**src/hdl/rpn_pkg.sv**
```systemverilog
// Types and constants shared by the RPN stack evaluator modules.
`default_nettype none
package rpn_pkg;
  localparam int VAL_W = 48;
  localparam logic [VAL_W-1:0] VAL_MAX = 48'h7FFF_FFFF_FFFF;
  localparam logic [VAL_W-1:0] VAL_MIN = 48'h8000_0000_0000;

  typedef enum logic [2:0] {
    OP_PUSH = 3'd0,
    OP_ADD  = 3'd1,
    OP_SUB  = 3'd2,
    OP_MUL  = 3'd3,
    OP_DIV  = 3'd4,
    OP_END  = 3'd5
  } opcode_t;

  typedef enum logic [2:0] {
    ST_OK        = 3'd0,
    ST_FULL      = 3'd1,
    ST_EMPTY     = 3'd2,
    ST_DIV_ZERO  = 3'd3,
    ST_BAD_OP    = 3'd4,
    ST_BAD_DEPTH = 3'd5
  } status_t;

  typedef struct packed {
    logic load_prev;
    logic load_next;
  } cell_ctl_t;

  typedef struct packed {
    logic start;
    logic div;
  } alu_req_t;
endpackage
`default_nettype wire

```
**src/hdl/rpn_muldiv.sv**
```systemverilog
// Sequential fixed-point multiply and restoring divide with saturation.
`default_nettype none
module rpn_muldiv #(
  parameter int FRACTION_BITS = 16
) (
  input  wire logic                         clk,
  input  wire logic                         rst_n,
  input  wire rpn_pkg::alu_req_t            req,
  input  wire logic [rpn_pkg::VAL_W-1:0]    a,
  input  wire logic [rpn_pkg::VAL_W-1:0]    b,
  output logic                              done,
  output logic      [rpn_pkg::VAL_W-1:0]    res
);
  localparam int W    = rpn_pkg::VAL_W;
  localparam int DN   = W + FRACTION_BITS;
  localparam int CNTW = $clog2(DN + 1);
  localparam int HW   = W / 2;
  localparam logic [2*W-1:0] MAG_MAX = {{W{1'b0}}, rpn_pkg::VAL_MAX};
  localparam logic [2*W-1:0] MAG_MIN = {{W{1'b0}}, rpn_pkg::VAL_MIN};

  typedef enum logic [2:0] {A_IDLE, A_MUL, A_DIV, A_FIN, A_DONE} astate_t;

  astate_t          state_r;
  logic [W-1:0]     ma_r, mb_r, q_r, rem_r, res_r;
  logic             neg_r, div_r, ovf_r;
  logic [2*W-1:0]   acc_r;
  logic [W-1:0]     pp_r;
  logic [2:0]       step_r;
  logic [1:0]       sh_r;
  logic [DN-1:0]    dv_r;
  logic [CNTW-1:0]  cnt_r;

  logic [W-1:0]     ma_in, mb_in;
  logic [HW-1:0]    half_a, half_b;
  logic [2*W-1:0]   pp_shift;
  logic [W:0]       trial;
  logic             ge;
  logic [2*W-1:0]   mag;
  logic [W-1:0]     sat;

  always_comb begin
    ma_in  = a[W-1] ? W'(-a) : a;
    mb_in  = b[W-1] ? W'(-b) : b;
    half_a = step_r[1] ? ma_r[W-1:HW] : ma_r[HW-1:0];
    half_b = step_r[0] ? mb_r[W-1:HW] : mb_r[HW-1:0];
    unique case (sh_r)
      2'd0:    pp_shift = {{W{1'b0}}, pp_r};
      2'd1:    pp_shift = {{W{1'b0}}, pp_r} << HW;
      default: pp_shift = {{W{1'b0}}, pp_r} << (2 * HW);
    endcase
    trial = {rem_r, dv_r[DN-1]};
    ge    = trial >= {1'b0, mb_r};
    if (div_r) begin
      mag = ovf_r ? {(2*W){1'b1}} : {{W{1'b0}}, q_r};
    end else begin
      mag = acc_r >> FRACTION_BITS;
    end
    if (neg_r) begin
      sat = (mag > MAG_MIN) ? rpn_pkg::VAL_MIN : W'(-mag[W-1:0]);
    end else begin
      sat = (mag > MAG_MAX) ? rpn_pkg::VAL_MAX : mag[W-1:0];
    end
  end

  always_ff @(posedge clk) begin
    if (!rst_n) begin
      state_r <= A_IDLE;
    end else begin
      if (req.start) begin
        ma_r   <= ma_in;
        mb_r   <= mb_in;
        neg_r  <= a[W-1] ^ b[W-1];
        div_r  <= req.div;
        acc_r  <= '0;
        step_r <= '0;
        dv_r   <= DN'(ma_in) << FRACTION_BITS;
        rem_r  <= '0;
        q_r    <= '0;
        ovf_r  <= 1'b0;
        cnt_r  <= '0;
        state_r <= req.div ? A_DIV : A_MUL;
      end else begin
        unique case (state_r)
          A_MUL: begin
            if (step_r != 3'd4) begin
              pp_r <= half_a * half_b;
              sh_r <= 2'(step_r[1]) + 2'(step_r[0]);
            end
            if (step_r != 3'd0) begin
              acc_r <= acc_r + pp_shift;
            end
            step_r <= step_r + 3'd1;
            if (step_r == 3'd4) begin
              state_r <= A_FIN;
            end
          end
          A_DIV: begin
            rem_r <= ge ? W'(trial - {1'b0, mb_r}) : trial[W-1:0];
            q_r   <= {q_r[W-2:0], ge};
            ovf_r <= ovf_r | q_r[W-1];
            dv_r  <= dv_r << 1;
            cnt_r <= cnt_r + 1'b1;
            if (cnt_r == CNTW'(DN - 1)) begin
              state_r <= A_FIN;
            end
          end
          A_FIN: begin
            res_r   <= sat;
            state_r <= A_DONE;
          end
          default: begin
            state_r <= state_r;
          end
        endcase
      end
    end
  end

  assign done = (state_r == A_DONE);
  assign res  = res_r;
endmodule
`default_nettype wire

```
**config.mk**
```make
export PLATFORM = sky130hd
export DESIGN_NAME = rpn_muldiv
export DESIGN_NICKNAME = d
export VERILOG_FILES = /design/src/hdl/rpn_pkg.sv /design/src/hdl/rpn_muldiv.sv
export SDC_FILE = /design/constraint.sdc
export NUM_CORES = 2
export LEC_CHECK = 0
export BUFFER_PORTS_ARGS = -buffer_cell sky130_fd_sc_hd__buf_2
export CAP_MARGIN = 20
export CORE_ASPECT_RATIO = 2
export CORE_MARGIN = 5
export CORE_UTILIZATION = 40
export DETAILED_ROUTE_END_ITERATION = 10
export PLACE_DENSITY = 0.54
export SETUP_SLACK_MARGIN = 0.3
export SYNTH_ARGS = -nofsm -noshare
export SYNTH_HDL_FRONTEND = slang
export SYNTH_SLANG_ARGS = --single-unit
```
**constraint.sdc**
```tcl
create_clock -name clk -period 14.2 [get_ports clk]
set_input_delay 0.71 -clock clk [delete_from_list [all_inputs] [get_ports clk]]
set_output_delay 0.71 -clock clk [all_outputs]
set_load 0.01 [all_outputs]
```
==> impl_metrics.py <==
metrics = {
    "clocking": {
        "postCtsHoldBufs": 0,
        "clockRootBuffer": "sky130_fd_sc_hd__clkbuf_16",
        "post-cts-setup-buffer-count": 0,
        "cts_tree": "done",
        "cts.sink_count": 450,
        "cts-buffers-inserted": 46,
        "h-tree-depth": 2,
        "clk-insertion-delay-late_ns": 0.65,
        "cts.repair.resized": 0,
        "clockBufferDepth": 3,
        "clock_pin_transition_on_the_worst_setup_and_hold_timing_paths_ns": 0.07,
    },
    "setup_path": {
        "max_stage_delay_ns": 1.04,
        "critical_path_arrival_ns": 9.68,
        "path_max_fanout": 19,
        "worstSetupEndpointType": "flip-flop",
        "r2r-start": "step_r[0]",
        "reg2reg_to": "pp_r[39]",
        "start_kind": "flip-flop",
        "critical_path.slowest_cell": "sky130_fd_sc_hd__a21boi_2",
        "criticalPathCategory": "flip-flop to flip-flop",
        "cp.buffers_inverters": 5,
        "worst_r2r_path_depth": 25,
        "cp_top_family": "adder cells",
        "r2r_setup_slack_ns": 4.90,
        "required_ns": 14.58,
        "path_common_cell": "sky130_fd_sc_hd__fa_1",
    },
    "final_layout": {
        "post_route_cells_drive_above_1_share_pct": 8.32,
        "nets": 6332,
        "p_r_area_growth_vs_syn_pct": 7.82,
    },
    "grt": {
        "grt.busiest_layer": "met2",
        "globalRouteMet1Util_pct": 23.4,
        "antenna_found_initial": 2,
        "gr-usage-met3_pct": 2.49,
        "groute.layer.met2.usage_pct": 51.3,
        "global_route_wire_length_before_repair_mm": 256,
        "grt_util_all_layers_pct": 25.9,
        "gr-total-overflow": 0,
        "grt_start_max_net_pins": 104,
        "grt_pass1_vias": 42100,
    },
    "worst_hold_path": {
        "worstHoldPathType": "primary input to flip-flop",
        "hold_path_startpoint": "req[0]",
        "timing.hold.worst_endpoint": "div_r",
        "min_path_cells": 1,
    },
    "floorplan": {
        "design.portCount": 149,
        "design.die.area_mm2": 0.131,
        "num_rows": 182,
        "core_mm2": 0.123,
        "die_w_um": 258,
        "start_util_pct": 40.1,
        "die_h_um": 506,
    },
    "sta": {
        "fin_crit_period_ns": 9.30,
        "worst_pin_slew_ns": 1.26,
        "finalHoldViolCount": 0,
        "timing.fmax_mhz": 108,
        "timing.final.setup_violations": 0,
        "setup_total_negative_slack_ns": 0,
        "report.final.slew_viol_count": 0,
        "clock-skew-final_ns": 0.0481,
        "grt_setup_unrepaired": "false",
        "max-slew-margin-rel_pct": 15.5,
        "final_critical_path_share_of_the_clock_period_pct": 65.5,
    },
    "synth": {
        "synth.top_cells.by_area": "sky130_fd_sc_hd__edfxtp_1, sky130_fd_sc_hd__fa_1, sky130_fd_sc_hd__ha_1",
        "synth-seq-cells": 450,
        "synthAdderAreaFrac_pct": 27.9,
        "post-synth-top-count-cell": "sky130_fd_sc_hd__inv_1",
        "async_flop_share_pct": 0,
        "simple_logic_cell_fraction_of_the_synthesized_area_pct": 16.8,
        "synth_top_family_by_area": "adder cells",
        "post_synth_mux_area_share_pct": 2.80,
        "synthDominantAreaCellType": "sky130_fd_sc_hd__edfxtp_1",
        "yosys.area_share.xor_xnor_pct": 4.85,
        "synth-compound-area-share_pct": 13.2,
        "ys_top_cells_by_count": "sky130_fd_sc_hd__inv_1, sky130_fd_sc_hd__nand2_1, sky130_fd_sc_hd__nor2_1",
        "syn_area_mm2": 0.0493,
        "synth-warning-count": 0,
        "post_synth_edffs": 447,
        "avgSynthCellArea_um2": 9.08,
        "yosys.area.top_type_share_pct": 27.2,
        "netlist_instances": 5426,
        "synth.distinct_cells": 89,
        "synthesis.nets": 6334,
        "synthFlopType": "sky130_fd_sc_hd__edfxtp_1",
        "sequential_area_share_after_synthesis_pct": 27.4,
    },
    "route": {
        "drtAntennaViolNets": 0,
        "drt-wirelength-per-cell_um": 24.5,
        "detailedRoute.firstPassIterationCount": 6,
        "drt_wl_total_mm": 172,
        "route.detailed.drc": 0,
        "viasPerCell": 5.63,
        "drt-initial-drc-count": 2250,
        "via_total_after_detailed_routing": 39600,
    },
    "status": {
        "run_status": "completed",
    },
    "job": {
        "max_cap_violations": 0,
    },
    "place": {
        "port_buffers": 148,
        "dp_hpwl_mm": 142,
        "gp_congestion": 1.01,
    },
}
==> through the flow <==
stage               std cells  hold WS (ns)  setup slack (ns)  cell area [µm²]  utilization, %
CTS                      7024         0.241              4.92            53100            43.3
detailed placement       6940         0.534              4.96            51600            42.0
finish                   7026         0.289              4.90            53100            43.3
global route             7025         0.260              4.29            53100            43.3
global placement         6940         0.532              5.08            51600            42.0
floorplan                5426         0.518              5.08            49300               -
==> placed cells by master, fill, tap and decap left out, drive strengths merged, types with 26 or more instances in the layout <==
cell and n:
clkbuf 49, edfxtp 447, xnor2 178, nor3 83, o21ai 243, nand2 640, o21a 32, nand4 69
a21boi 27, o22ai 28, o21bai 41, nand2b 32, mux2 71, nor4 28, and2 78, mux2i 58
a21o 96, a211oi 48, nor2b 78, nor2 629, buf 218, xor2 95, nand3 64, or4 27
fa 484, or3 26, ha 324, o31ai 45, a31oi 27, a21oi 315, inv 657
==> registers in the layout (all words and copies together), names as in the netlist <==
name	count
acc_r	96
cnt_r	7
div_r	1
dv_r	48
ma_r	48
mb_r	48
neg_r	1
ovf_r	1
pp_r	48
q_r	48
rem_r	48
res	48
sh_r	2
state_r	3
step_r	3
==> routing by layer <==
layer	up-vias	routed length, µm
met1	19400	53600
met2	1321	95200
met3	586	6010
met4	0	17600
met5	-	0
li1	18300	-
==> worst register-to-register path, delay by kind of cell (launching register included) <==
kind | cells | cell delay, ns
adders and majority gates | 8 | 3.98
AOI/OAI and AO/OA | 8 | 3.12
and+or+nand+nor | 3 | 0.71
buffers and inverters | 5 | 0.69
DFF | 1 | 0.36
xor gates and xnor gates | 1 | 0.16
==> how the worst max path moves through the flow <==
stage                    from  endpoint  slack (ns)  depth (start not counted)
detailed placement  step_r[0]  pp_r[39]        4.96                         25
floorplan              req[1]  acc_r[0]        5.08                          4
finish              step_r[0]  pp_r[39]        4.90                         25
global placement    step_r[0]  pp_r[39]        5.08                         26
global route        step_r[0]  pp_r[39]        4.29                         26
CTS                 step_r[0]  pp_r[39]        4.92                         25
==> area by class of cell <==
cell class	count	area, µm²
sequential	450	13500
clock buffer	49	1160
antenna	2	5.00
clock inverter	35	382
multi-input combinational	4057	32400
fill	12100	69600
inverter	651	2440
timing repair buffer	218	1280
tap	1564	1960
==> cell families (layout without fill, tap and decap cells) <==
kind of cell	Yosys count	in the layout
compound gates	1020	1020
xor+xnor	273	273
fa+ha+maj	808	808
buf+inv	919	953
flops	450	450
mux	129	129
other cells	0	2
simple gates	1827	1827
Power is left out: the tool's default activity adds up to more than one toggle a clock period on the data nets, which glitch-free logic cannot reach.
