--- config.mk ---
export PLATFORM = sky130hd
export DESIGN_NAME = rpn_cell
export DESIGN_NICKNAME = d
export VERILOG_FILES = /design/src/hdl/rpn_pkg.sv /design/src/hdl/rpn_cell.sv
export SDC_FILE = /design/constraint.sdc
export NUM_CORES = 1
export LEC_CHECK = 0
export ABC_AREA = 1
export BUFFER_PORTS_ARGS = -buffer_cell sky130_fd_sc_hd__buf_2
export CAP_MARGIN = 10
export CORE_ASPECT_RATIO = 2
export CORE_MARGIN = 3
export CORE_UTILIZATION = 38
export CTS_BUF_LIST = sky130_fd_sc_hd__clkbuf_8
export DETAILED_ROUTE_END_ITERATION = 8
export HOLD_SLACK_MARGIN = 0.05
export PLACE_DENSITY = 0.89
export SKIP_LAST_GASP = 1
export SLEW_MARGIN = 0
export SYNTH_ARGS = -nofsm -noshare
export SYNTH_HDL_FRONTEND = slang
export SYNTH_SLANG_ARGS = --single-unit
--- constraint.sdc ---
create_clock -name clk -period 2.19 [get_ports clk]
set_input_delay 0.3285 -clock clk [delete_from_list [all_inputs] [get_ports clk]]
set_output_delay 0.3285 -clock clk [all_outputs]
set_load 0.005 [all_outputs]
--- src/hdl/rpn_pkg.sv ---
// Types and constants shared by the RPN stack evaluator modules.
`default_nettype none
package rpn_pkg;
  localparam int VAL_W = 48;
  localparam logic [VAL_W-1:0] VAL_MAX = 48'h7FFF_FFFF_FFFF;
  localparam logic [VAL_W-1:0] VAL_MIN = 48'h8000_0000_0000;

  typedef enum logic [2:0] {
    OP_PUSH = 3'd0,
    OP_ADD  = 3'd1,
    OP_SUB  = 3'd2,
    OP_MUL  = 3'd3,
    OP_DIV  = 3'd4,
    OP_END  = 3'd5
  } opcode_t;

  typedef enum logic [2:0] {
    ST_OK        = 3'd0,
    ST_FULL      = 3'd1,
    ST_EMPTY     = 3'd2,
    ST_DIV_ZERO  = 3'd3,
    ST_BAD_OP    = 3'd4,
    ST_BAD_DEPTH = 3'd5
  } status_t;

  typedef struct packed {
    logic load_prev;
    logic load_next;
  } cell_ctl_t;

  typedef struct packed {
    logic start;
    logic div;
  } alu_req_t;
endpackage
`default_nettype wire

--- src/hdl/rpn_cell.sv ---
// One stack entry; takes the value of either neighbor when the stack moves.
`default_nettype none
module rpn_cell (
  input  wire logic                           clk,
  input  wire rpn_pkg::cell_ctl_t             ctl,
  input  wire logic [rpn_pkg::VAL_W-1:0]      prev_val,
  input  wire logic [rpn_pkg::VAL_W-1:0]      next_val,
  output logic      [rpn_pkg::VAL_W-1:0]      val
);
  logic [rpn_pkg::VAL_W-1:0] val_r;

  always_ff @(posedge clk) begin
    priority if (ctl.load_prev) begin
      val_r <= prev_val;
    end else if (ctl.load_next) begin
      val_r <= next_val;
    end else begin
      val_r <= val_r;
    end
  end

  assign val = val_r;
endmodule
`default_nettype wire

==> results summary, run 1 <==
The clock buffer count from CTS came out at 5. TritonCTS built the clock tree. The met2 global-route usage came out at 30.4%.

sky130_fd_sc_hd__nand2_1 is the most common cell in the netlist. The row count came out at 37. The path class of the tightest hold or removal check is in2reg. The headroom to the max-slew limit came out at 50.0%. The flow ran to the end, and the final reports show no timing, DRC or antenna violations. The post-layout net count is 449. The detailed-route wire length per cell came out at 12.8 um. The wire length after detailed routing is 5220 um. The area of the mapped netlist is 2070 sq um.

The number of flops mapped to enable cells by yosys is 48. In this run the clock root is driven by a sky130_fd_sc_hd__clkbuf_8. Among all stages on the critical path, the largest delay is contributed by sky130_fd_sc_hd__buf_4. Walking the worst path, the cells encountered are buf_2, or2_2, buf_4.

The floorplan step defined a die boundary enclosing 6440 sq um. The final-report max-slew violation count is 0. Sorting the synthesized cells by area gives the leading types as sky130_fd_sc_hd__edfxtp_1 (69%), sky130_fd_sc_hd__nand2_1 (26%), sky130_fd_sc_hd__buf_6 (2.2%), sky130_fd_sc_hd__buf_2 (1.4%), sky130_fd_sc_hd__buf_4 (0.36%). The global routing met3 resource utilization came out at 5.15%.

The fraction of registers with async set or reset after synthesis came out at 0%. Measured on the finished design, the core utilization comes to 55.4%. For this design the static power due to leakage is 0.00156 uW. The global routing stage identified its most utilized layer as met2.

Once the clock tree was built, the resizer swapped 0 gates to a different size. The vertical die dimension came out at 110 um. The number of DRC violations after detailed-routing iteration 0 is 113. After clock tree synthesis, the clock-pin slew on the worst setup and hold paths is 80 ps.

The register bit count reported by yosys came out at 48. The die boundary width is 58.2 um. The tool flagged a number of max-cap violations equal to 0. The final number of hold-violating endpoints is 0.

Among all flip-flop cells after synthesis, the most frequent one is sky130_fd_sc_hd__edfxtp_1. The share of Yosys cell area claimed by the top area cell type came out at 69.5%. The number of ports placed on the die boundary came out at 147. The worst vdd rail ir drop is 0.506 mV. The via count of the first global-routing pass came to 1825.

The highest clock rate came out at 820 MHz. The count of unique library cells instantiated by Yosys is 7. By startpoint and endpoint, the worst setup path is classified as in2reg. By count the netlist is led by sky130_fd_sc_hd__nand2_1 (144), sky130_fd_sc_hd__edfxtp_1 (48), sky130_fd_sc_hd__buf_2 (6). Dividing the synthesized area by the synthesized cell count gives 10.1 sq um. The top cell type by total area after synthesis is sky130_fd_sc_hd__edfxtp_1. 0 antenna diodes ended up in the layout. The global routing usage on met1 came out at 16.7%. The final-report setup violation count came out at 0. STA classifies the critical path endpoint as a register. The count of buffers added on input and output ports is 146. The number of flip-flops under the largest register name came out at 48. The data required time at the worst endpoint came out at 2150 ps. The number of nets still failing antenna checks after routing came out at 0.

The final sum of negative setup slack is 0 ps. The number of sinks driven by the clock tree is 48. The ratio of final minimum period to clock period is 55.7%. The shortest period the worst path allows came out at 1220 ps. The DRC violation count after routing is 0. The final critical-path setup slack came out at 971 ps.

The maximum number of pins on one net before global-route repair is 49. The number of filler instances in the final layout came out at 494. The global placement routability congestion is 0.722. The worst-case clock buffer depth came out at 2. In this run the number of H-tree levels came out at 2.

The initial core utilization is 39.7%. The number of warnings reported in the yosys synthesis log came out at 0. The fraction of layout cells with a size suffix above 1 came out at 45.0%. Before CTS, the worst setup slack after placement is 623 ps. The post-synthesis sequential area ratio came out at 69.5%. The wire length of the first global-routing pass is 8180 um. The layout-stage area growth over the synthesis result is 39.8%. The number of hold-repair buffers added at the cts stage came out at 0.

The total area inside the core boundary comes to 5230 sq um. Setup repair after global routing left no endpoint under its margin. The highest net fanout along the worst path is 34.

The worst-margin pin slew came out at 749 ps. The buffer count from post-CTS setup fixing is 0. The worst setup path is launched from an input port. The routed layout has 1862 vias. The count of TritonRoute iterations in the first routing pass is 4. Synthesis produced a netlist with a net count of 304. The number of vias per cell after detailed routing came out at 4.55. Synthesis produced 205 cells.

The global router's overall resource usage is 16.7%. Dividing total power by cell area gives a power density of 679 nW/um^2. The wire-length estimate of the detail-placed layout is 4020 um.

The delay of the slowest cell on the worst path came out at 380 ps. The worst endpoint data arrival time is 1180 ps. The initial antenna violation count came to 0.

The remaining global-route overflow came out at 0.
## layout make-up
type                            count  area [sq um]  area share [%]
Clock buffer                        5          68.8            2.37
Clock inverter                      3          13.8           0.475
Inverter                            1          3.75           0.129
Multi-Input combinational cell    145           547            18.9
Sequential cell                    48          1440            49.7
Tap cell                           58          72.6            2.50
Timing Repair Buffer              149           753            26.0
## layout by cell type (no fill, tap or decap)
master / netlist / routed
sky130_fd_sc_hd__buf_2: 6 / 146
sky130_fd_sc_hd__nand2_1: 144 / 144
sky130_fd_sc_hd__edfxtp_1: 48 / 48
sky130_fd_sc_hd__clkbuf_8: 0 / 5
sky130_fd_sc_hd__buf_4: 1 / 3
sky130_fd_sc_hd__clkinv_2: 0 / 2
sky130_fd_sc_hd__inv_2: 1 / 1
sky130_fd_sc_hd__or2_2: 0 / 1
sky130_fd_sc_hd__clkinv_1: 0 / 1
## critical path: cells and delay by family
family                 cells  cell delay (ps)
AND/OR/NAND/NOR            1              180
buffers and inverters      2              640
## path summary, 6_finish.rpt
kind                    start      end  slack, ps  cells past startpoint
setup / recovery       ctl[1]  val[25]        970                      3
hold / removal    next_val[2]   val[2]        280                      3
## metal layers
metal	vias up	part of all wire, %
li1	940	-
met1	817	33
met2	94	55
met3	11	9.0
met4	0	2.5
met5	-	0
## cells by family (layout without fill, tap and decap cells)
family	after synthesis	after routing	share of synthesized area, %
buf+inv	12	158	4.16
flops	48	48	69.5
simple gates	145	145	26.4
## per-stage QoR
stage	cells	hold WS, ps	total power (uW)	cell area, sq um
floorplan	205	507	1290	2070
global placement	401	590	1480	2820
detailed placement	401	596	1490	2820
CTS	409	272	1990	2900
global route	409	278	2090	2900
finish	409	284	1970	2900
## power by group
part           internal (uW)  switching, uW
Combinational            158            159
Clock                    217            288
Sequential              1130           21.8
Total                   1500            469
(Power assumes the default switching activity.)
==> run 2: changes to the inputs <==
- CORE_UTILIZATION: 38 -> 42
- PLACE_DENSITY: 0.89 -> 0.93
- clock period: 2.19 -> 1.28 ns (I/O delays scaled with it)
==> results summary, run 2 (same netlist as run 1, synthesis figures left out) <==
The flow ran to the end, and the final reports show no timing, DRC or antenna violations. The number of ports placed on the die boundary came out at 147 (unchanged). The wire length of the first global-routing pass is 7560 um (-7.6%). The reported max-cap violation count was 0 (unchanged). The routed length on met2 is 2760 um (-4.4%). The wire length after detailed routing came out at 4940 um (-5.5%). The worst-case clock buffer depth is 2 (unchanged).

The slowest cell on the critical path is sky130_fd_sc_hd__edfxtp_1. STA classifies the critical path endpoint as an output port. The number of filler instances in the final layout came out at 431 (-13%). The initial core utilization came to 44.3% (+4.6 points). The highest clock rate came out at 990 MHz.

The headroom to the max-slew limit was 51.6% (+1.6 points). The die area is 5870 sq um (-8.8%). The final-report setup violation count is 0 (unchanged). The highest net fanout along the worst path came to 1 (-97%). The vertical die dimension came out at 105 um (-4.6%). The number of nets still failing antenna checks after routing came out at 0 (unchanged). The count of TritonRoute iterations in the first routing pass came out at 4 (unchanged). The sum of met3 wire segment lengths after detailed routing came out at 429 um (-8.3%). The detailed-route wire length per cell is 12.2 um (-4.8%). The post-CTS resize count was 0 (unchanged). The final sum of negative setup slack is 0 ps (unchanged). The number of non-filler instances in the completed layout came out at 406 (-0.73%).

The critical path goes through buf_2. The buffer count from post-CTS setup fixing came out at 0 (unchanged). The clock buffer count from CTS came out at 5 (unchanged). The top cell types in the final layout, fill and taps aside, are sky130_fd_sc_hd__buf_2 (146), sky130_fd_sc_hd__nand2_1 (144), sky130_fd_sc_hd__edfxtp_1 (48), sky130_fd_sc_hd__clkbuf_8 (5), sky130_fd_sc_hd__buf_4 (3). The row count was 35 (-5.4%). The core box area came to 4690 sq um (-10%). The via count of the first global-routing pass is 1644 (-9.9%). Broken down by cell family, the worst path's largest delay share belongs to flip-flops. The number of DRC violations after detailed-routing iteration 0 came out at 89 (-21%).

The number of vias per cell after detailed routing is 4.59 (+0.79%). The count of buffers inserted at the top-level ports is 146 (unchanged). The footprint of the flip-flops and latches is 1440 sq um (unchanged).

The total vias in the final route came out at 1863 (+0.054%). The startpoint identified for the worst hold timing path is next_val[17]. The top routing layer in use is met4. The final number of hold-violating endpoints came out at 0 (unchanged).

The DRC violation count after routing is 0 (unchanged). The ratio of final minimum period to clock period is 78.9%. The path class of the tightest hold or removal check is in2reg.

The remaining global-route overflow is 0 (unchanged). The final-report max-slew violation count is 0 (unchanged). The static leakage power came out at 0.00156 uW (+0.10%). The number of flip-flops under the largest register name is 48 (unchanged). The buffer and inverter count on the worst path came out at 1 (-1).

The worst endpoint data arrival time came out at 820 ps (-360 ps). The worst-margin pin slew came to 726 ps (-23.3 ps). The die boundary width is 55.7 um (-4.4%). The fraction of layout cells with a size suffix above 1 came out at 45.0% (unchanged). The post-layout net count is 449 (unchanged). For hold timing, the worst endpoint is val[17].

Setup repair after global routing left no endpoint under its margin. The total power per unit cell area is 1150 nW/um^2 (+70%). The worst vdd rail ir drop came out at 0.859 mV (+70%). The half-perimeter wire length after placement is 3870 um (-3.6%). The most common library cell in the layout ignoring fill and taps is sky130_fd_sc_hd__buf_2. STA classifies the critical path startpoint as a register. The data required time at the worst endpoint is 1090 ps (-1060 ps). The global placement routability congestion is 0.783 (+8.5%). The root cell of the clock tree is sky130_fd_sc_hd__clkbuf_8.

The global router's overall resource usage was 16.6% (-0.15 points). The count of cells along the worst hold path came to 3 (unchanged). The delay of the slowest cell on the worst path came out at 390 ps (about the same). The number of diodes came out at 0 (unchanged). The shortest period the worst path allows came out at 1010 ps.

The number of hold-repair buffers added at the cts stage is 0 (unchanged). The initial antenna violation count came to 0 (unchanged). The number of sinks driven by the clock tree came out at 48 (unchanged). The multi-input gate area in the final layout is 549 sq um (+0.46%).

The wire length on met1 is 1680 um (-3.5%). The layout-stage area growth over the synthesis result came to 39.7% (about the same). TritonCTS built the clock tree. The type of the setup path with the least slack is reg2out.

The clock transition at the registers of the reported paths is 90 ps (about the same). The number of cells in the design after placement came out at 398 (-0.75%). The maximum number of pins on one net before global-route repair is 49 (unchanged). The number of H-tree levels is 2 (unchanged).
[run 2: cell counts in the layout (fill, tap and decap cells not counted)]
No cell type changed its count.
[run 2: routing by layer]
| metal | track usage (%) | vias to the layer above |
|---|---|---|
| li1 | - | 941 |
| met2 | 31.1 | 91 |
| met1 | 17.1 | 826 |
| met3 | 4.53 | 5 |
| met4 | 5.74 | 0 |
| met5 | 0 | - |
[run 2: area by class of cell]
type	instances	share of cell area [%]
Timing Repair Buffer	149	26.0
Multi-Input combinational cell	145	18.9
Sequential cell	48	49.7
Tap cell	55	2.37
Clock buffer	5	2.37
Clock inverter	3	0.475
Inverter	1	0.129
[run 2: power breakdown]
| group | switching [uW] | internal [uW] | total, uW | leakage (uW) |
|---|---|---|---|---|
| Sequential | 35.7 | 1930 | 1960 | 0.000494 |
| Clock | 470 | 371 | 842 | 0.0000453 |
| Combinational | 270 | 271 | 541 | 0.00102 |
[run 2: stage by stage]
step | instance area [sq um] | setup WS, ps | total power [uW] | util (%) | hold WS (ps)
5_1_grt | 2900 | 230 | 3530 | 61.9 | 144
3_5_place_dp | 2820 | -8.92 | 2550 | 60.1 | 460
4_1_cts | 2900 | 252 | 3390 | 61.9 | 150
3_3_place_gp | 2820 | 42.5 | 2530 | 60.1 | 457
2_1_floorplan | 2080 | 36.6 | 2210 | - | 371
6_report | 2900 | 270 | 3350 | 61.9 | 160
[run 2: worst max path at each step]
stage,from,endpoint,cells past startpoint,slack (ps)
final,val[29],val[29],1,270
after global routing,val[27],val[27],1,230
after CTS,val[29],val[29],1,250
after detailed placement,ctl[1],val[16],2,-9
after global placement,ctl[1],val[31],2,40
after floorplan,ctl[1],val[0],3,40
